[src/design/arf_pkg.sv]
// shared types, codes and constants for the adaptive rate audio fifo
`timescale 1ns / 1ps
`default_nettype none

package arf_pkg;

    localparam int CFG_DW    = 40;
    localparam int CFG_IW    = 3;
    localparam int PHASE_W   = 40;
    localparam int AVG_W     = 32;
    localparam int SAMPLE_W  = 16;
    localparam int LEVEL_W   = 13;

    localparam logic [1:0] ACT_PUSH  = 2'd0;
    localparam logic [1:0] ACT_BLOCK = 2'd1;
    localparam logic [1:0] ACT_PULL  = 2'd2;

    localparam logic [CFG_IW-1:0] REG_BASE_INC  = 3'd0;
    localparam logic [CFG_IW-1:0] REG_TARGET    = 3'd1;
    localparam logic [CFG_IW-1:0] REG_DEADBAND  = 3'd2;
    localparam logic [CFG_IW-1:0] REG_GAIN      = 3'd3;
    localparam logic [CFG_IW-1:0] REG_WEIGHT    = 3'd4;
    localparam logic [CFG_IW-1:0] REG_BLOCK_LEN = 3'd5;

    localparam logic [39:0] RST_BASE_INC  = 40'd68719476736;
    localparam logic [12:0] RST_TARGET    = 13'd2205;
    localparam logic [12:0] RST_DEADBAND  = 13'd132;
    localparam logic [15:0] RST_GAIN      = 16'd35334;
    localparam logic [15:0] RST_WEIGHT    = 16'd655;
    localparam logic [12:0] RST_BLOCK_LEN = 13'd220;

    localparam logic [PHASE_W-1:0] PHASE_ONE = 40'h10_0000_0000;

    typedef enum logic [1:0] {
        OP_PUSH,
        OP_BLOCK,
        OP_PULL,
        OP_NONE
    } op_t;

    typedef struct packed {
        op_t                        op;
        logic signed [SAMPLE_W-1:0] sample;
    } q_item_t;

    typedef struct packed {
        logic [39:0] base_inc;
        logic [12:0] target;
        logic [12:0] deadband;
        logic [15:0] gain;
        logic [15:0] weight;
        logic [12:0] block_len;
    } cfg_t;

    typedef struct packed {
        logic               busy;
        logic [PHASE_W-1:0] increment;
    } rate_out_t;

    typedef enum logic [2:0] {
        RS_IDLE,
        RS_AVG_MUL,
        RS_AVG_FC,
        RS_AVG_SUM,
        RS_ERR,
        RS_TRIM,
        RS_INC
    } rate_state_t;

endpackage

`default_nettype wire

[src/design/arf_rate_ctl.sv]
// fill average and trimmed phase increment sequencer
`timescale 1ns / 1ps
`default_nettype none

module arf_rate_ctl #(
    parameter int FCW = 13
) (
    input  wire logic             clk,
    input  wire logic             rst_n,
    input  wire arf_pkg::cfg_t    cfg,
    input  wire logic             cfg_we,
    input  wire logic             avg_start,
    input  wire logic [FCW-1:0]   fill_count,
    output arf_pkg::rate_out_t    rate
);
    import arf_pkg::*;

    rate_state_t        state_reg;
    rate_state_t        state_next;
    logic               redo_reg;
    logic               redo_next;
    logic [AVG_W-1:0]   avg_reg;
    logic [48:0]        prod_a_reg;
    logic [FCW+15:0]    prod_b_reg;
    logic [AVG_W-1:0]   err_reg;
    logic               err_big_reg;
    logic               below_reg;
    logic [AVG_W-1:0]   trim_reg;
    logic [PHASE_W-1:0] inc_reg;

    logic [16:0]        wc;
    logic [49:0]        avg_sum;
    logic [33:0]        avg_shift;
    logic [AVG_W-1:0]   tgt;
    logic [AVG_W-1:0]   band;
    logic [47:0]        trim_prod;
    logic [40:0]        inc_sum;

    always_comb
    begin
        state_next = state_reg;
        redo_next  = redo_reg | cfg_we;
        case (state_reg)
            RS_IDLE:
            begin
                redo_next = 1'b0;
                if (avg_start)
                begin
                    state_next = RS_AVG_MUL;
                end
                else if (cfg_we)
                begin
                    state_next = RS_ERR;
                end
            end
            RS_AVG_MUL: state_next = RS_AVG_FC;
            RS_AVG_FC:  state_next = RS_AVG_SUM;
            RS_AVG_SUM: state_next = RS_ERR;
            RS_ERR:
            begin
                redo_next  = cfg_we;
                state_next = RS_TRIM;
            end
            RS_TRIM:    state_next = RS_INC;
            RS_INC:     state_next = (redo_reg || cfg_we) ? RS_ERR : RS_IDLE;
            default:    state_next = RS_IDLE;
        endcase
    end

    always_ff @(posedge clk or negedge rst_n)
    begin
        if (!rst_n)
        begin
            state_reg <= RS_ERR;
            redo_reg  <= 1'b0;
        end
        else
        begin
            state_reg <= state_next;
            redo_reg  <= redo_next;
        end
    end

    always_comb
    begin
        wc        = 17'd65536 - {1'b0, cfg.weight};
        avg_sum   = 50'(prod_a_reg) + 50'({prod_b_reg, 16'b0}) + 50'd32768;
        avg_shift = avg_sum[49:16];
        tgt       = {3'b0, cfg.target, 16'b0};
        band      = {3'b0, cfg.deadband, 16'b0};
        trim_prod = 48'(cfg.gain) * 48'(err_reg);
        inc_sum   = 41'(cfg.base_inc) + 41'(trim_reg);
    end

    always_ff @(posedge clk or negedge rst_n)
    begin
        if (!rst_n)
        begin
            avg_reg <= '0;
        end
        else if (state_reg == RS_AVG_SUM)
        begin
            avg_reg <= (avg_shift[33:32] != 2'b00) ? '1 : avg_shift[31:0];
        end
    end

    always_ff @(posedge clk)
    begin
        case (state_reg)
            RS_AVG_MUL: prod_a_reg <= 49'(avg_reg) * 49'(wc);
            RS_AVG_FC:  prod_b_reg <= (FCW+16)'(fill_count) * (FCW+16)'(cfg.weight);
            RS_ERR:
            begin
                err_reg     <= (tgt > avg_reg) ? (tgt - avg_reg) : (avg_reg - tgt);
                err_big_reg <= ((tgt > avg_reg) ? (tgt - avg_reg) : (avg_reg - tgt)) > band;
                below_reg   <= (avg_reg < tgt);
            end
            RS_TRIM:    trim_reg <= err_big_reg ? trim_prod[47:16] : '0;
            RS_INC:
            begin
                if (below_reg)
                begin
                    inc_reg <= inc_sum[40] ? '1 : inc_sum[39:0];
                end
                else
                begin
                    inc_reg <= (40'(trim_reg) > cfg.base_inc) ? '0
                               : (cfg.base_inc - 40'(trim_reg));
                end
            end
            default:
            begin
            end
        endcase
    end

    assign rate.busy      = (state_reg != RS_IDLE);
    assign rate.increment = inc_reg;

endmodule

`default_nettype wire

[config.mk]
export PLATFORM = sky130hd
export DESIGN_NAME = arf_rate_ctl
export DESIGN_NICKNAME = d
export VERILOG_FILES = /design/src/design/arf_pkg.sv /design/src/design/arf_rate_ctl.sv
export SDC_FILE = /design/constraint.sdc
export NUM_CORES = 2
export LEC_CHECK = 0
export ABC_AREA = 0
export BUFFER_PORTS_ARGS = -buffer_cell sky130_fd_sc_hd__buf_2
export CORE_MARGIN = 4
export CORE_UTILIZATION = 55
export CTS_CLUSTER_DIAMETER = 40
export DETAILED_ROUTE_END_ITERATION = 8
export GPL_TIMING_DRIVEN = 0
export PLACE_DENSITY = 0.82
export REMOVE_ABC_BUFFERS = 1
export SLEW_MARGIN = 30
export SYNTH_ARGS = -nofsm -noshare
export SYNTH_HDL_FRONTEND = slang
export SYNTH_SLANG_ARGS = --single-unit
[constraint.sdc]
create_clock -name clk -period 14.8 [get_ports clk]
set_clock_uncertainty 0.15 [all_clocks]
set_input_delay 2.96 -clock clk [delete_from_list [all_inputs] [get_ports clk]]
set_output_delay 2.96 -clock clk [all_outputs]
set_load 0.005 [all_outputs]
==> run summary <==
Outcome = completed
Resized Gates After CTS = 0
Ratio of final minimum period to clock period = 81.8%
Worst Setup Start Kind = primary input
Critical path fanouts, max = 17
DPL Wire Length = 109000 um
Number of sinks driven by the clock tree = 205
Overall die height = 319 um
Sort of element at the end of the critical path = flip-flop
Routed WL = 142000 um
Starting utilization of the core area = 55.8%
Number of storage elements in the synthesis netlist = 205
Clock Tree Buf Depth = 3
Number of flops mapped to enable cells by yosys = 169
Final critical-path required period = 12110 ps
Synth Instances = 6049
Number of pins with negative max-slew slack in the final report = 0
Filler instances = 7860
Setup TNS Final = 0 ps
Cell area after placement = 55300 um2
Total global-route track usage = 28.2%
Syn_area_per_cell = 8.81 um2
Residual antenna-violating net count after detailed routing = 0
Drt first-iter violations = 4421
Clock insertion delay at the later pin of the skew report = 600 ps
Total setup violations reported at the end of the flow = 0
First-pass GRT wire length = 235000 um
Worst rel slew slack = 27.5%
Number of iterations in the first detailed-routing pass = 6
Highest-delay cell along the critical path = sky130_fd_sc_hd__nand3_1
Proportion of layout cells with a drive suffix above 1 = 5.99%
Synthesis warning total = 0
Quantity of I/O buffers inserted on ports = 155
Path category of the worst min-delay check = reg2reg
Pin count of the biggest net entering global routing = 48
Proportion of register bits with asynchronous set or reset after synthesis = 17.6%
Detail-routed via count per cell = 5.91
Wire length per cell = 19.4 um
Clock tree from TritonCTS = done
Top-level I/O count = 169
Number of antenna violations at the first check in global routing = 7
Cell family contributing the most delay on the critical path = adder cells
Total CTS buffers = 45
Register-to-register path setup slack = 6700 ps
Number of vias in the routed layout = 43093
Num rows = 113
Reported max-cap violation count = 0
Number of buffers added to fix hold violations after cts = 0
Top flip-flop cell by instance count after synthesis = sky130_fd_sc_hd__edfxtp_1
Worst path arrival time = 12290 ps
Post-synthesis instance area = 53300 um2
Number of setup buffers added after CTS = 0
Highest achievable clock rate = 0.0826 GHz
Classification of the worst setup path = in2reg
Transition time of the tightest slew-check pin = 1090 ps
Buf+Inv Stages, Crit Path = 4
H-tree Lvls = 2
RSZ-0062 raised after global routing = no
Number of nets in the layout = 7590
Clock-pin slew of the registers on the worst-case setup and hold paths = 50 ps
Area overhead of the layout relative to synthesis = 6.44%
Final routed DRC violation total = 0
Post-route design area = 56700 um2
Portion of the post-synthesis area used by sequential elements = 11.2%
Standard cell core area = 95600 um2
Final hold violation count = 0
Die Footprint = 102000 um2
Max reg flops = 40
Req. time, crit path = 14980 ps
Number of distinct library cells after synthesis = 92
Global route total overflow = 0
Fin util = 59.4%
Root cell of the clock tree = sky130_fd_sc_hd__clkbuf_16
Die span in x = 319 um
Largest stage delay, worst path = 730 ps
Placer's final routability congestion estimate = 0.952
Number of global-route vias before repair = 46648
Cell seen most often among critical-path stages = sky130_fd_sc_hd__fa_1
[cell type report]
cell class,count,area [um2],area share (%)
multi-input cells,4259,41500,73.2
flip-flops and latches,205,5990,10.6
inverters,1267,4760,8.38
well taps,1265,1580,2.79
repair buffers,217,1500,2.64
clock buffers,53,1170,2.05
clock inverters,29,224,0.395
diodes,2,5.00,0.00882
[synthesized netlist by cell type (all sizes together), types with 31 or more instances]
cell type	number	share of area, %
nand2	1017	7.2
xnor2	113	1.9
o22a	33	0.54
nor2	165	1.2
a211oi	32	0.47
buf	33	0.34
a21oi	190	1.8
inv	1266	8.9
fa	1022	38
and2	359	4.2
dfrtp	35	1.6
a21o	92	1.3
o21bai	37	0.52
nor4	35	0.44
ha	445	10
nand3	49	0.46
xor2	42	0.69
nor3	54	0.53
o21ai	148	1.4
edfxtp	169	9.5
nand4	31	0.36
clkbuf	285	2.0
nand2b	32	0.38
[worst paths after layout]
path / from / end / cells after the start
worst min register to register: redo_reg$_DFF_PN0_ / redo_reg$_DFF_PN0_ / 2
max in group asynchronous: rst_n / avg_reg[6]$_DFFE_PN0N_ / 1
min in group asynchronous: rst_n / avg_reg[31]$_DFFE_PN0N_ / 1
worst min-delay path: redo_reg$_DFF_PN0_ / redo_reg$_DFF_PN0_ / 2
worst max register to register: err_reg[10]$_DFFE_PN_ / trim_reg[28]$_SDFFCE_PN0P_ / 23
worst max-delay path: cfg[15] / prod_a_reg[46]$_DFFE_PP_ / 27
[cells by family after synthesis]
| group | count (synthesis) | synth area share, % |
|---|---|---|
| compound gates | 774 | 9.84 |
| xor+xnor | 155 | 2.55 |
| fa+ha+maj | 1467 | 48.8 |
| buf+inv | 1585 | 11.3 |
| flops | 205 | 11.2 |
| mux | 3 | 0.0563 |
| simple gates | 1860 | 16.3 |
[cell usage in the layout, fill, tap and decap left out, drive strengths merged, types with 28 or more instances in the layout]
cell type | Yosys | layout
a31oi | 28 | 28
xor2 | 42 | 42
nor2 | 165 | 165
ha | 445 | 445
and2 | 359 | 359
dfrtp | 35 | 35
o21bai | 37 | 37
nand4 | 31 | 31
inv | 1266 | 1268
fa | 1022 | 1022
nand2 | 1017 | 1017
o21ai | 148 | 148
a211oi | 32 | 32
nand3 | 49 | 49
o22a | 33 | 33
nor4 | 35 | 35
nor2b | 30 | 30
clkbuf | 285 | 53
buf | 33 | 217
a21o | 92 | 92
a21oi | 190 | 190
xnor2 | 113 | 113
edfxtp | 169 | 169
nor3 | 54 | 54
nand2b | 32 | 32
[metrics by stage]
step                      setup slack [ps]  hold WS (ps)  cells
after floorplan                       3660           315   5731
after global placement                 405           333   7151
after detailed placement              2260           351   7212
after CTS                             2880           363   7294
after global routing                  2330           393   7295
final                                 2690           365   7297
[worst reg2reg max path: cells and delay by family (launching register included)]
family | cells | cell delay [ps]
flip-flops | 1 | 910
AO/OA/AOI/OAI | 9 | 2700
buffers and inverters | 5 | 240
multiplexers | 1 | 310
adder cells (fa/ha/maj) | 7 | 3410
AND/OR/NAND/NOR | 1 | 190
[per-layer routing]
metal  up-vias  part of all wire [%]  GRT usage, %
li1      18654                     -             -
met1     21410                    37          35.7
met2      2407                    47          45.9
met3       614                    11          6.60
met4         8                   5.5          13.7
met5         -                 0.038             0
Power is left out: the tool's default activity adds up to more than one toggle a clock period on the data nets, which glitch-free logic cannot reach.
