## src/design/arf_pkg.sv

```systemverilog
// shared types, codes and constants for the adaptive rate audio fifo
`timescale 1ns / 1ps
`default_nettype none

package arf_pkg;

    localparam int CFG_DW    = 40;
    localparam int CFG_IW    = 3;
    localparam int PHASE_W   = 40;
    localparam int AVG_W     = 32;
    localparam int SAMPLE_W  = 16;
    localparam int LEVEL_W   = 13;

    localparam logic [1:0] ACT_PUSH  = 2'd0;
    localparam logic [1:0] ACT_BLOCK = 2'd1;
    localparam logic [1:0] ACT_PULL  = 2'd2;

    localparam logic [CFG_IW-1:0] REG_BASE_INC  = 3'd0;
    localparam logic [CFG_IW-1:0] REG_TARGET    = 3'd1;
    localparam logic [CFG_IW-1:0] REG_DEADBAND  = 3'd2;
    localparam logic [CFG_IW-1:0] REG_GAIN      = 3'd3;
    localparam logic [CFG_IW-1:0] REG_WEIGHT    = 3'd4;
    localparam logic [CFG_IW-1:0] REG_BLOCK_LEN = 3'd5;

    localparam logic [39:0] RST_BASE_INC  = 40'd68719476736;
    localparam logic [12:0] RST_TARGET    = 13'd2205;
    localparam logic [12:0] RST_DEADBAND  = 13'd132;
    localparam logic [15:0] RST_GAIN      = 16'd35334;
    localparam logic [15:0] RST_WEIGHT    = 16'd655;
    localparam logic [12:0] RST_BLOCK_LEN = 13'd220;

    localparam logic [PHASE_W-1:0] PHASE_ONE = 40'h10_0000_0000;

    typedef enum logic [1:0] {
        OP_PUSH,
        OP_BLOCK,
        OP_PULL,
        OP_NONE
    } op_t;

    typedef struct packed {
        op_t                        op;
        logic signed [SAMPLE_W-1:0] sample;
    } q_item_t;

    typedef struct packed {
        logic [39:0] base_inc;
        logic [12:0] target;
        logic [12:0] deadband;
        logic [15:0] gain;
        logic [15:0] weight;
        logic [12:0] block_len;
    } cfg_t;

    typedef struct packed {
        logic               busy;
        logic [PHASE_W-1:0] increment;
    } rate_out_t;

    typedef enum logic [2:0] {
        RS_IDLE,
        RS_AVG_MUL,
        RS_AVG_FC,
        RS_AVG_SUM,
        RS_ERR,
        RS_TRIM,
        RS_INC
    } rate_state_t;

endpackage

`default_nettype wire

```

## src/design/arf_front.sv

```systemverilog
// front part: accepts items, classifies the action and queues them
`timescale 1ns / 1ps
`default_nettype none

module arf_front (
    input  wire logic                clk,
    input  wire logic                rst_n,
    input  wire logic                in_valid,
    output logic                     in_stall,
    input  wire logic [1:0]          action,
    input  wire logic signed [15:0]  sample_in,
    input  wire logic                q_pop,
    output logic                     q_valid,
    output arf_pkg::q_item_t         q_item
);
    import arf_pkg::*;

    q_item_t    slot_reg [2];
    logic [1:0] count_reg;
    logic [1:0] count_next;
    logic       push;
    logic       wr_idx;
    q_item_t    new_item;

    always_comb
    begin
        new_item.sample = sample_in;
        case (action)
            ACT_PUSH:  new_item.op = OP_PUSH;
            ACT_BLOCK: new_item.op = OP_BLOCK;
            ACT_PULL:  new_item.op = OP_PULL;
            default:   new_item.op = OP_NONE;
        endcase
    end

    assign in_stall = (count_reg == 2'd2);
    assign push     = in_valid && !in_stall;
    assign q_valid  = (count_reg != 2'd0);
    assign q_item   = slot_reg[0];

    always_comb
    begin
        count_next = count_reg + {1'b0, push} - {1'b0, q_pop};
        wr_idx     = q_pop ? 1'b0 : count_reg[0];
    end

    always_ff @(posedge clk or negedge rst_n)
    begin
        if (!rst_n)
        begin
            count_reg <= 2'd0;
        end
        else
        begin
            count_reg <= count_next;
        end
    end

    always_ff @(posedge clk)
    begin
        if (push && !wr_idx)
        begin
            slot_reg[0] <= new_item;
        end
        else if (q_pop)
        begin
            slot_reg[0] <= slot_reg[1];
        end
        if (push && wr_idx)
        begin
            slot_reg[1] <= new_item;
        end
    end

endmodule

`default_nettype wire

```

## config.mk

```make
export PLATFORM = sky130hd
export DESIGN_NAME = arf_front
export DESIGN_NICKNAME = d
export VERILOG_FILES = /design/src/design/arf_pkg.sv /design/src/design/arf_front.sv
export SDC_FILE = /design/constraint.sdc
export NUM_CORES = 1
export LEC_CHECK = 0
export ABC_AREA = 1
export BUFFER_PORTS_ARGS = -buffer_cell sky130_fd_sc_hd__buf_2
export CORE_UTILIZATION = 54
export CTS_BUF_LIST = sky130_fd_sc_hd__clkbuf_4 sky130_fd_sc_hd__clkbuf_8
export DETAILED_ROUTE_END_ITERATION = 6
export GPL_TIMING_DRIVEN = 0
export PLACE_DENSITY = 0.81
export SETUP_SLACK_MARGIN = 0.5
export SLEW_MARGIN = 20
export SYNTH_ARGS = -nofsm -noshare
export SYNTH_HDL_FRONTEND = slang
export SYNTH_SLANG_ARGS = --single-unit
```

## constraint.sdc

```tcl
create_clock -name clk -period 3.6 [get_ports clk]
set_clock_uncertainty 0.15 [all_clocks]
set_input_delay 0.18 -clock clk [delete_from_list [all_inputs] [get_ports clk]]
set_output_delay 0.18 -clock clk [all_outputs]
set_load 0.02 [all_outputs]
```

==> run_summary.xml, run 1 <==
<?xml version="1.0" encoding="UTF-8"?>
<metrics>
  <group name="layout">
    <metric name="fillCellCount" unit="">195</metric>
    <metric name="final_util" unit="">0.773</metric>
    <metric name="nets" unit="">229</metric>
    <metric name="multi_input_area" unit="um^2">328</metric>
    <metric name="max_ffs_per_register" unit="">36</metric>
    <metric name="finalInstanceArea" unit="mm^2">0.00219</metric>
    <metric name="area.sequential" unit="mm^2">0.00113</metric>
    <metric name="layout-drive-gt1-share" unit="">0.383</metric>
    <metric name="antenna_cells" unit="">0</metric>
    <metric name="layoutNonFillerInstCount" unit="">237</metric>
    <metric name="area_growth" unit="%">33.1</metric>
  </group>
  <group name="setup_path">
    <metric name="timing.critical_path.to_type" unit="">flop</metric>
    <metric name="worst-endpoint-arrival" unit="ps">1950</metric>
    <metric name="r2r_start" unit="">count_reg[0]</metric>
    <metric name="worstRegToRegCells" unit="">7</metric>
    <metric name="top_fanout_value_on_the_critical_path" unit="">10</metric>
    <metric name="worst_r2r_endpoint" unit="">slot_reg[0][27]</metric>
    <metric name="critical_path_class" unit="">reg -&gt; reg</metric>
    <metric name="cp-startpoint" unit="">count_reg[0]</metric>
    <metric name="timing.critical_path.from_type" unit="">flop</metric>
    <metric name="reg2reg_setup_slack" unit="ps">1550</metric>
    <metric name="data_required_critical_path" unit="ps">3500</metric>
  </group>
  <group name="drt">
    <metric name="detail-route-antenna-nets" unit="">0</metric>
    <metric name="detailroute.via_count" unit="">1188</metric>
    <metric name="dr.first_iter.drc_count" unit="">43</metric>
    <metric name="detail_route.wl_per_cell" unit="um">13.3</metric>
    <metric name="detail_route.drc_violations" unit="">2</metric>
    <metric name="routed_via_density" unit="">5.01</metric>
    <metric name="final_wirelength" unit="um">3140</metric>
    <metric name="firstDrtPassIters" unit="">6</metric>
  </group>
  <group name="power_and_ir_drop">
    <metric name="p_int" unit="uW">863</metric>
    <metric name="share_seq_of_total_power" unit="">0.494</metric>
    <metric name="share_clk_of_total_power" unit="">0.174</metric>
    <metric name="combPwrFrac" unit="">0.332</metric>
    <metric name="switching_part_of_the_total" unit="">0.317</metric>
    <metric name="p_switching" unit="uW">401</metric>
    <metric name="power_density" unit="mW/mm^2">578</metric>
    <metric name="p_leak" unit="uW">0.00101</metric>
    <metric name="irDropWorstVdd" unit="mV">0.321</metric>
  </group>
  <group name="floorplanning">
    <metric name="die_x" unit="um">57.2</metric>
    <metric name="placement_rows" unit="">19</metric>
    <metric name="die_area" unit="mm^2">0.00327</metric>
    <metric name="io-pin-count" unit="">42</metric>
    <metric name="chip_height" unit="um">57.2</metric>
    <metric name="start_util" unit="">0.581</metric>
    <metric name="coreArea" unit="mm^2">0.00283</metric>
  </group>
  <group name="sta">
    <metric name="fin_crit_sh" unit="">0.570</metric>
    <metric name="setup_total_negative_slack" unit="ps">0</metric>
    <metric name="max_slew_margin" unit="">0.672</metric>
    <metric name="timing.fmax" unit="MHz">487</metric>
    <metric name="timing.final.max_slew_violations" unit="">0</metric>
    <metric name="setup_violations" unit="">0</metric>
    <metric name="worst-slew-pin-transition" unit="ps">491</metric>
    <metric name="layout_min_cycle_time" unit="ps">2050</metric>
    <metric name="report.final.hold_viol_count" unit="">0</metric>
    <metric name="rsz0062_at_grt" unit="">false</metric>
  </group>
  <group name="min_path">
    <metric name="endpoint_of_the_worst_hold_path" unit="">slot_reg[0][17]</metric>
    <metric name="timing.hold.worst.class" unit="">in -&gt; reg</metric>
    <metric name="timing.hold.worst.start" unit="">in_valid</metric>
    <metric name="min_path_cells" unit="">4</metric>
  </group>
  <group name="synthesis">
    <metric name="synth_enable_flop_cells" unit="">36</metric>
    <metric name="synth_async_sr_flop_share" unit="">0.0526</metric>
    <metric name="ys.flop_type" unit="">edfxtp_1</metric>
    <metric name="ys_ff_latch" unit="">38</metric>
    <metric name="post_synth_design_cell_area" unit="mm^2">0.00164</metric>
    <metric name="synth_fp_nets" unit="">158</metric>
    <metric name="synth.yosys.seq_area_share" unit="">0.688</metric>
    <metric name="synthDistinctLibCells" unit="">18</metric>
    <metric name="synthesized_instance_count" unit="">134</metric>
    <metric name="avg_inst_size_synth" unit="um^2">12.3</metric>
    <metric name="synthDominantCellAreaShare" unit="">0.658</metric>
    <metric name="post_synth_main_area_contributors" unit="">edfxtp_1 (66%), buf_4 (9.1%), nand2_1 (9.1%)</metric>
    <metric name="synth_largest_area_cell" unit="">edfxtp_1</metric>
    <metric name="ys_warn_count" unit="">0</metric>
    <metric name="synth_commonest_cells" unit="">nand2_1 (40), edfxtp_1 (36), buf_4 (20), nand3_1 (18)</metric>
    <metric name="synth_most_common_cell" unit="">nand2_1</metric>
  </group>
  <group name="global_route">
    <metric name="antenna_violations_before_repair" unit="">0</metric>
    <metric name="first_global_vias" unit="">1143</metric>
    <metric name="grt_pass1_wl" unit="um">4990</metric>
    <metric name="globalRouteTotalUtil" unit="">0.213</metric>
    <metric name="grt_start_max_net_pins" unit="">13</metric>
    <metric name="gr-total-overflow" unit="">0</metric>
  </group>
  <group name="clock_tree">
    <metric name="clock_tree.buffer_depth" unit="">2</metric>
    <metric name="cts.repair_timing.setup_buffer_count" unit="">0</metric>
    <metric name="h-tree-depth" unit="">2</metric>
    <metric name="cts_buffer_count" unit="">5</metric>
    <metric name="clock_sink_count" unit="">38</metric>
    <metric name="root_buffer" unit="">clkbuf_4</metric>
    <metric name="clkTransAtPathRegs" unit="ps">100</metric>
    <metric name="clock_insertion_delay_worst_skew" unit="ps">330</metric>
    <metric name="cts_tree" unit="">done</metric>
  </group>
  <group name="placed_design">
    <metric name="post-dp-hpwl" unit="um">2060</metric>
    <metric name="placement.io_buffers" unit="">41</metric>
    <metric name="placed_cell_count" unit="">209</metric>
    <metric name="placed_area" unit="mm^2">0.00193</metric>
    <metric name="final_replace_weighted_congestion" unit="">0.733</metric>
  </group>
  <group name="job">
    <metric name="drv.max_cap_violation_count" unit="">0</metric>
  </group>
  <group name="status">
    <metric name="result_of_the_run" unit="">finished, violations left</metric>
    <metric name="failed_checks" unit="">DRC</metric>
  </group>
</metrics>
-- cell usage in the layout (no fill, tap or decap) --
master	count
dfrtp_1	2
nand2_2	1
clkinv_1	1
ha_1	2
inv_2	1
buf_8	1
xor2_1	1
buf_4	21
o21bai_2	1
xnor2_1	1
inv_1	3
nand2_1	40
nor3_2	1
dlygate4sd3_1	20
clkbuf_1	3
edfxtp_1	36
or2_2	1
buf_2	42
buf_6	2
nand2_4	1
clkbuf_4	7
nand3_1	18
-- worst max-delay path by stage --
stage,end,cells past startpoint
3_5_place_dp,slot_reg[0][21],7
6_report,slot_reg[0][27],7
5_1_grt,slot_reg[0][27],7
4_1_cts,slot_reg[0][27],7
3_3_place_gp,slot_reg[0][21],4
2_1_floorplan,slot_reg[0][18],4
-- per-stage QoR --
| stage | worst slack (ps) | power, uW | hold slack, ps |
|---|---|---|---|
| final | 1550 | 1260 | 147 |
| after CTS | 1530 | 1270 | 147 |
| after floorplan | 1010 | 904 | -266 |
| after global placement | 500 | 994 | -185 |
| after global routing | 1440 | 1330 | 174 |
| after detailed placement | 1550 | 1040 | -181 |
-- kinds of logic (layout without fill, tap and decap cells) --
group | Yosys count | in the layout | share of synthesized area
and+or+nand+nor | 62 | 62 | 0.164
xor gates and xnor gates | 2 | 2 | 0.0107
AOI/OAI and AO/OA | 1 | 1 | 0.00457
DFF | 38 | 38 | 0.689
adders and majority gates | 2 | 2 | 0.0152
buffers and inverters | 29 | 101 | 0.117
-- power groups by stage --
stage / Combinational, uW / Clock [uW] / Sequential, uW
4_1_cts: 421 / 221 / 623
5_1_grt: 454 / 240 / 633
3_5_place_dp: 402 / 0 / 633
2_1_floorplan: 280 / 0 / 624
6_report: 419 / 220 / 624
3_3_place_gp: 366 / 0 / 628
-- worst max-delay path: stages, from the launching register on --
cell and delay (ps):
dfrtp_1 440, inv_2 60, nand2_1 100, nand2_2 100, buf_4 190, nor3_2 320
buf_4 240, buf_6 160
-- area by class of cell --
class | instances | area share
clock inverter | 1 | 0.00172
tap | 31 | 0.0177
buffer | 25 | 0.0813
multi-input combinational | 67 | 0.150
timing repair buffer | 64 | 0.201
inverter | 4 | 0.00687
sequential | 38 | 0.517
clock buffer | 7 | 0.0240
-- repair_timing --
| action | CTS | global route |
|---|---|---|
| hold buffers | 20 | 0 |
| resized for setup | 0 | 0 |
| hold endpoints to repair | 37 | 0 |
-- metal layers --
metal / global-route usage / up-vias / wire length (um)
li1: - / 576 / -
met5: 0 / - / 0
met1: 0.241 / 558 / 1200
met4: 0.0976 / 0 / 68
met3: 0.0544 / 8 / 191
met2: 0.380 / 46 / 1690
Power figures use the tool's default switching activity.
==> run 2, diff against run 1 <==
Clock period 3.6 ns to 2 ns, I/O delays scaled along.
==> run 2 against run 1 <==
  * The flow still finishes with violations (DRC)
  * First-iteration DRC count is 53% higher
  * Design area is 12% higher
  * Sequential share of layout area is 5.4 points lower
  * Critical path type unchanged
  * Critical endpoint is now slot_reg[0][11]
  * Largest cell class unchanged
  * Highest routed layer unchanged
==> run_summary.xml, run 2 (same netlist as run 1, synthesis figures left out) <==
<?xml version="1.0" encoding="UTF-8"?>
<metrics>
  <group name="floorplanning">
    <metric name="placement_rows" unit="">19</metric>
    <metric name="chip_height" unit="um">57.2</metric>
    <metric name="io-pin-count" unit="">42</metric>
    <metric name="coreArea" unit="mm^2">0.00283</metric>
    <metric name="die_area" unit="mm^2">0.00327</metric>
    <metric name="start_util" unit="">0.581</metric>
    <metric name="die_x" unit="um">57.2</metric>
  </group>
  <group name="sta">
    <metric name="worst-slew-pin-transition" unit="ps">532</metric>
    <metric name="fin_crit_sh" unit="">0.812</metric>
    <metric name="max_slew_margin" unit="">0.646</metric>
    <metric name="timing.fmax" unit="MHz">616</metric>
    <metric name="rsz0062_at_grt" unit="">true</metric>
    <metric name="report.final.hold_viol_count" unit="">0</metric>
    <metric name="timing.final.max_slew_violations" unit="">0</metric>
    <metric name="setup_violations" unit="">0</metric>
    <metric name="layout_min_cycle_time" unit="ps">1620</metric>
  </group>
  <group name="setup_path">
    <metric name="data_required_critical_path" unit="ps">1930</metric>
    <metric name="r2r_start" unit="">count_reg[1]</metric>
    <metric name="worstRegToRegCells" unit="">6</metric>
    <metric name="worst-endpoint-arrival" unit="ps">1560</metric>
    <metric name="critical_path_class" unit="">reg -&gt; reg</metric>
    <metric name="timing.critical_path.from_type" unit="">flop</metric>
    <metric name="cp_cell_sequence" unit="">nand2_4, nand2_4, buf_8, buf_6, o21bai_4, buf_12</metric>
    <metric name="worst_r2r_endpoint" unit="">slot_reg[0][11]</metric>
    <metric name="path_delay_family" unit="">flip-flops</metric>
    <metric name="crit_path_top_delay_cell" unit="">dfrtp_1</metric>
    <metric name="critical-path-max-stage-delay" unit="ps">430</metric>
    <metric name="cp_common_cell" unit="">nand2_4</metric>
    <metric name="critical_path_buf_inv_count" unit="">3</metric>
    <metric name="top_fanout_value_on_the_critical_path" unit="">12</metric>
    <metric name="timing.critical_path.to_type" unit="">flop</metric>
    <metric name="reg2reg_setup_slack" unit="ps">380</metric>
  </group>
  <group name="drt">
    <metric name="final_wirelength" unit="um">3990</metric>
    <metric name="dr.first_iter.drc_count" unit="">66</metric>
    <metric name="detail-route-antenna-nets" unit="">0</metric>
    <metric name="firstDrtPassIters" unit="">6</metric>
    <metric name="detailroute.via_count" unit="">1328</metric>
    <metric name="detail_route.wl_per_cell" unit="um">15.9</metric>
    <metric name="detail_route.drc_violations" unit="">6</metric>
    <metric name="routed_via_density" unit="">5.29</metric>
  </group>
  <group name="power_and_ir_drop">
    <metric name="irDropWorstVdd" unit="mV">1.02</metric>
    <metric name="power_density" unit="mW/mm^2">1150</metric>
    <metric name="p_leak" unit="uW">0.00112</metric>
  </group>
  <group name="placed_design">
    <metric name="post-dp-hpwl" unit="um">1950</metric>
    <metric name="placement.io_buffers" unit="">41</metric>
    <metric name="placed_cell_count" unit="">206</metric>
    <metric name="placed_area" unit="mm^2">0.00192</metric>
    <metric name="final_replace_weighted_congestion" unit="">0.815</metric>
  </group>
  <group name="layout">
    <metric name="layout-drive-gt1-share" unit="">0.459</metric>
    <metric name="antenna_cells" unit="">0</metric>
    <metric name="fillCellCount" unit="">127</metric>
    <metric name="layoutNonFillerInstCount" unit="">251</metric>
    <metric name="nets" unit="">243</metric>
    <metric name="final_cell_mix" unit="">buf_2 (41), nand2_1 (38), edfxtp_1 (36), buf_4 (28), dlygate4sd3_1 (20)</metric>
    <metric name="area_growth" unit="%">48.7</metric>
    <metric name="finalInstanceArea" unit="mm^2">0.00244</metric>
    <metric name="most_common_cell_after_layout_fill_and_taps_aside" unit="">buf_2</metric>
    <metric name="max_ffs_per_register" unit="">36</metric>
  </group>
  <group name="global_route">
    <metric name="first_global_vias" unit="">1264</metric>
    <metric name="gr-total-overflow" unit="">0</metric>
    <metric name="globalRouteTotalUtil" unit="">0.236</metric>
    <metric name="grt_pass1_wl" unit="um">5480</metric>
    <metric name="grt_start_max_net_pins" unit="">13</metric>
    <metric name="antenna_violations_before_repair" unit="">0</metric>
  </group>
  <group name="clock_tree">
    <metric name="root_buffer" unit="">clkbuf_4</metric>
    <metric name="clkTransAtPathRegs" unit="ps">110</metric>
    <metric name="h-tree-depth" unit="">2</metric>
    <metric name="clock_insertion_delay_worst_skew" unit="ps">350</metric>
    <metric name="clock_tree.buffer_depth" unit="">2</metric>
    <metric name="clock_sink_count" unit="">38</metric>
    <metric name="cts_tree" unit="">done</metric>
    <metric name="cts_buffer_count" unit="">5</metric>
  </group>
  <group name="min_path">
    <metric name="timing.hold.worst.class" unit="">in -&gt; reg</metric>
    <metric name="endpoint_of_the_worst_hold_path" unit="">slot_reg[0][6]</metric>
    <metric name="timing.hold.worst.start" unit="">q_pop</metric>
    <metric name="min_path_cells" unit="">4</metric>
  </group>
  <group name="job">
    <metric name="drv.max_cap_violation_count" unit="">0</metric>
  </group>
  <group name="status">
    <metric name="result_of_the_run" unit="">finished, violations left</metric>
    <metric name="failed_checks" unit="">DRC</metric>
  </group>
</metrics>
run 2: cell types whose count changed in the layout (fill, tap and decap cells not counted), moves of 2 or more:
cell     delta
buf_6       +5
buf_4       +7
ha_1        -2
nand2_1     -2
inv_1       -2
inv_2       +2
ha_4        +2
buf_12      +2
run 2: worst max-delay path by stage:
stage | start | cells past startpoint | end
after floorplan | count_reg[0] | 5 | slot_reg[0][18]
after global placement | count_reg[0] | 5 | slot_reg[0][23]
after detailed placement | count_reg[0] | 5 | slot_reg[0][23]
after CTS | count_reg[1] | 9 | count_reg[1]
after global routing | count_reg[0] | 7 | slot_reg[0][16]
final | count_reg[1] | 6 | slot_reg[0][11]
run 2: metrics by stage:
stage | utilization | TNS (ps) | hold slack [ps] | power, uW | setup WS, ps
3_5_place_dp | 0.679 | -1090 | -260 | 1870 | -60.8
4_1_cts | 0.836 | 0 | 80.1 | 2630 | 415
2_1_floorplan | - | 0 | -346 | 1660 | 170
6_report | 0.864 | 0 | 89.4 | 2810 | 377
3_3_place_gp | 0.679 | -169 | -266 | 1820 | -9.75
5_1_grt | 0.864 | 0 | 93.8 | 2920 | 346
run 2: worst register-to-register path, stage by stage (launching register included):
cell,delay [ps]
dfrtp_1,430
nand2_4,100
nand2_4,60
buf_8,130
buf_6,120
o21bai_4,200
buf_12,170
run 2: per-layer routing:
layer  track usage  up-vias  share of wire
li1              -      609              -
met1         0.254      654           0.36
met2         0.425       60           0.56
met3        0.0748        5          0.060
met4         0.101        0          0.016
met5             0        -              0
run 2: cell type report:
cell class                 count  area [um^2]  share of cell area
timing repair buffer          78          587               0.240
clock buffer                   7         58.8              0.0241
buffer                        25          189              0.0773
multi-input combinational     67          393               0.161
inverter                       4         15.0             0.00614
clock inverter                 1         30.0              0.0123
tap                           31         38.8              0.0159
sequential                    38         1130               0.463
run 2: power by group:
part           switching, uW  total (uW)  leakage (uW)  internal [uW]
clock network            253         565     0.0000489            312
logic                    565        1120      0.000698            560
registers               59.1        1120      0.000368           1060
run 2: what timing repair did:
item                                   4_1_cts  5_1_grt
setup endpoints to repair                   42       49
resized for setup                           10       10
hold buffers                                20        0
setup buffers                               13        4
endpoints found under the hold margin       38        0
pin swaps                                    3        1
==> run 3, diff against run 2 <==
Settings changed: ABC_AREA 1 to 0, CORE_UTILIZATION 54 to 49, PLACE_DENSITY 0.81 to 0.78.
Clock period 2 ns to 1.45 ns, I/O delays scaled along.
==> run 3 against run 2 <==
  * The flow finishes with violations (setup timing)
  * Critical path depth up 1
  * Hold slack worse by 47 ps
  * First-iteration DRC count down 79%
  * Combinational power up 27%
  * Clock power down 4%
  * Setup slack worse by 610 ps
  * Power up 23%
  * Synthesized cell count down 34%
  * Design area up 5.0%
  * Critical path type unchanged
==> run_summary.xml, run 3 <==
<?xml version="1.0" encoding="UTF-8"?>
<metrics>
  <group name="clock_tree">
    <metric name="clock_insertion_delay_worst_skew" unit="ps">320</metric>
    <metric name="clock_sink_count" unit="">38</metric>
    <metric name="h-tree-depth" unit="">2</metric>
    <metric name="cts_buffer_count" unit="">5</metric>
    <metric name="clkTransAtPathRegs" unit="ps">110</metric>
    <metric name="root_buffer" unit="">clkbuf_4</metric>
    <metric name="clock_tree.buffer_depth" unit="">2</metric>
    <metric name="cts_tree" unit="">done</metric>
  </group>
  <group name="layout">
    <metric name="final_cell_mix" unit="">buf_6 (36), edfxtp_1 (36), buf_2 (23), dlygate4sd3_1 (20), mux2_4 (18)</metric>
    <metric name="antenna_cells" unit="">0</metric>
    <metric name="finalInstanceArea" unit="mm^2">0.00256</metric>
    <metric name="max_ffs_per_register" unit="">36</metric>
    <metric name="layoutNonFillerInstCount" unit="">212</metric>
    <metric name="layout-drive-gt1-share" unit="">0.631</metric>
    <metric name="nets" unit="">191</metric>
    <metric name="fillCellCount" unit="">157</metric>
    <metric name="area_growth" unit="%">56.3</metric>
  </group>
  <group name="global_route">
    <metric name="globalRouteTotalUtil" unit="">0.186</metric>
    <metric name="first_global_vias" unit="">981</metric>
    <metric name="gr-total-overflow" unit="">0</metric>
    <metric name="grt_start_max_net_pins" unit="">16</metric>
    <metric name="antenna_violations_before_repair" unit="">0</metric>
    <metric name="grt_pass1_wl" unit="um">4600</metric>
  </group>
  <group name="drt">
    <metric name="firstDrtPassIters" unit="">4</metric>
    <metric name="detailroute.via_count" unit="">955</metric>
    <metric name="detail-route-antenna-nets" unit="">0</metric>
    <metric name="detail_route.wl_per_cell" unit="um">14.5</metric>
    <metric name="routed_via_density" unit="">4.50</metric>
    <metric name="detail_route.drc_violations" unit="">0</metric>
    <metric name="dr.first_iter.drc_count" unit="">14</metric>
    <metric name="final_wirelength" unit="um">3070</metric>
  </group>
  <group name="setup_path">
    <metric name="critical_path_buf_inv_count" unit="">1</metric>
    <metric name="worst-endpoint-arrival" unit="ps">1770</metric>
    <metric name="cp_cell_sequence" unit="">nor2b_4, nand2b_4, ha_4, inv_2, ha_4, xnor2_2, xnor2_1</metric>
    <metric name="data_required_critical_path" unit="ps">1530</metric>
    <metric name="path_delay_family" unit="">flip-flops</metric>
    <metric name="timing.critical_path.from_type" unit="">flop</metric>
    <metric name="timing.critical_path.to_type" unit="">flop</metric>
    <metric name="critical_path_class" unit="">reg -&gt; reg</metric>
    <metric name="cp_common_cell" unit="">ha_4</metric>
    <metric name="top_fanout_value_on_the_critical_path" unit="">3</metric>
    <metric name="crit_path_top_delay_cell" unit="">dfrtp_1</metric>
    <metric name="critical-path-max-stage-delay" unit="ps">400</metric>
  </group>
  <group name="floorplanning">
    <metric name="io-pin-count" unit="">42</metric>
    <metric name="die_x" unit="um">59.9</metric>
    <metric name="die_area" unit="mm^2">0.00359</metric>
    <metric name="placement_rows" unit="">20</metric>
    <metric name="coreArea" unit="mm^2">0.00313</metric>
    <metric name="start_util" unit="">0.525</metric>
    <metric name="chip_height" unit="um">59.9</metric>
  </group>
  <group name="sta">
    <metric name="report.final.hold_viol_count" unit="">0</metric>
    <metric name="layout_min_cycle_time" unit="ps">1680</metric>
    <metric name="timing.final.max_slew_violations" unit="">0</metric>
    <metric name="fin_crit_sh" unit="">1.16</metric>
    <metric name="rsz0062_at_grt" unit="">true</metric>
    <metric name="timing.fmax" unit="MHz">594</metric>
    <metric name="fin_worst_hold_slack" unit="ps">42.1</metric>
    <metric name="worst-slew-pin-transition" unit="ps">256</metric>
    <metric name="fin_ws" unit="ps">-234</metric>
    <metric name="max_slew_margin" unit="">0.829</metric>
    <metric name="setup_violations" unit="">39</metric>
  </group>
  <group name="synthesis">
    <metric name="ys_warn_count" unit="">0</metric>
    <metric name="xor_xnor_portion_of_the_synthesized_cell_area" unit="">0.0107</metric>
    <metric name="synth_most_common_cell" unit="">edfxtp_1</metric>
    <metric name="post_synth_main_area_contributors" unit="">edfxtp_1 (66%), mux2_4 (9.1%), buf_4 (8.2%)</metric>
    <metric name="synthesized_instance_count" unit="">89</metric>
    <metric name="synthDominantCellAreaShare" unit="">0.659</metric>
    <metric name="synth.yosys.seq_area_share" unit="">0.689</metric>
    <metric name="synth_fp_nets" unit="">113</metric>
    <metric name="ys_ff_latch" unit="">38</metric>
    <metric name="synth_compound_gate_area_share" unit="">0.0145</metric>
    <metric name="synth_enable_flop_cells" unit="">36</metric>
    <metric name="avg_inst_size_synth" unit="um^2">18.4</metric>
    <metric name="yosys.area_share.simple" unit="">0.0206</metric>
    <metric name="muxShareOfSynthArea" unit="">0.146</metric>
    <metric name="post_synth_design_cell_area" unit="mm^2">0.00164</metric>
    <metric name="synth_largest_area_cell" unit="">edfxtp_1</metric>
    <metric name="synth_async_sr_flop_share" unit="">0.0526</metric>
    <metric name="synthDistinctLibCells" unit="">16</metric>
    <metric name="ys.flop_type" unit="">edfxtp_1</metric>
    <metric name="synth_commonest_cells" unit="">edfxtp_1 (36), buf_4 (18), mux2_4 (10), mux2_2 (8)</metric>
    <metric name="yosys.area_share.adder" unit="">0.0152</metric>
    <metric name="largest_family_of_logic_cells_by_synthesized_area" unit="">multiplexers</metric>
  </group>
  <group name="status">
    <metric name="failed_checks" unit="">setup timing</metric>
    <metric name="result_of_the_run" unit="">finished, violations left</metric>
  </group>
  <group name="power_and_ir_drop">
    <metric name="p_leak" unit="uW">0.00110</metric>
    <metric name="design_power_total" unit="uW">3470</metric>
    <metric name="power_density" unit="mW/mm^2">1350</metric>
    <metric name="irDropWorstVdd" unit="mV">0.983</metric>
  </group>
  <group name="job">
    <metric name="drv.max_cap_violation_count" unit="">0</metric>
  </group>
  <group name="min_path">
    <metric name="timing.hold.worst.class" unit="">in -&gt; reg</metric>
  </group>
  <group name="placed_design">
    <metric name="placed_area" unit="mm^2">0.00196</metric>
    <metric name="placement.io_buffers" unit="">41</metric>
    <metric name="placed_cell_count" unit="">174</metric>
    <metric name="final_replace_weighted_congestion" unit="">0.616</metric>
    <metric name="post-dp-hpwl" unit="um">1700</metric>
  </group>
</metrics>
[run 3: metal layers]
metal / up-vias / wire (um) / GRT usage
met5: - / 0 / 0
met4: 0 / 12 / 0.0598
met3: 2 / 109 / 0.0498
met2: 24 / 1780 / 0.324
met1: 464 / 1170 / 0.223
li1: 465 / - / -
[run 3: area by class of cell]
class | instances | area (um^2) | share of cell area
plain buffers | 21 | 215 | 0.0839
clock buffers | 7 | 52.6 | 0.0205
clock inverters | 1 | 3.75 | 0.00146
inverters | 2 | 7.51 | 0.00293
multi-input cells | 28 | 433 | 0.169
flip-flops and latches | 38 | 1130 | 0.441
well taps | 44 | 55.1 | 0.0215
repair buffers | 71 | 666 | 0.260
[run 3: what timing repair did]
item	4_1_cts	5_1_grt
pin swaps	4	3
gates resized for setup	50	14
hold buffers	20	0
setup endpoints to repair	76	76
cloned	1	0
endpoints found under the hold margin	38	0
setup buffers	9	0
[run 3: through the flow]
stage | setup slack, ps | util | TNS, ps
after CTS | -236 | 0.803 | -6890
after global routing | -275 | 0.820 | -8220
final | -234 | 0.820 | -6780
after floorplan | -227 | - | -8670
after global placement | -293 | 0.626 | -14010
after detailed placement | -322 | 0.626 | -15550
[run 3: cells by family after synthesis]
group,Yosys count
flip-flops,38
multiplexers,18
adder cells (fa/ha/maj),2
AND/OR/NAND/NOR,4
buffers and inverters,23
AO/OA/AOI/OAI,2
XOR/XNOR,2
[run 3: worst register-to-register path, stage by stage, from the launching register on]
cell and delay (ps):
dfrtp_1 400, nor2b_4 140, nand2b_4 140, ha_4 250, inv_2 40, ha_4 150, xnor2_2 130, xnor2_1 200
[run 3: power by group]
| part | internal, uW | total (uW) | switching [uW] |
|---|---|---|---|
| Sequential | 1430 | 1500 | 75.4 |
| Clock | 224 | 545 | 321 |
| Combinational | 846 | 1420 | 573 |
[run 3: path summary, 6_finish.rpt]
| kind | from | end | slack, ps | depth (start not counted) |
|---|---|---|---|---|
| max | count_reg[1] | count_reg[1] | -230 | 7 |
| min | in_valid | count_reg[1] | 40 | 4 |
| max reg2reg | count_reg[1] | count_reg[1] | -230 | 7 |
| min reg2reg | slot_reg[0][32] | slot_reg[0][14] | 390 | 1 |
| max in group asynchronous | rst_n | count_reg[0] | 550 | 3 |
| min in group asynchronous | rst_n | count_reg[1] | 440 | 3 |
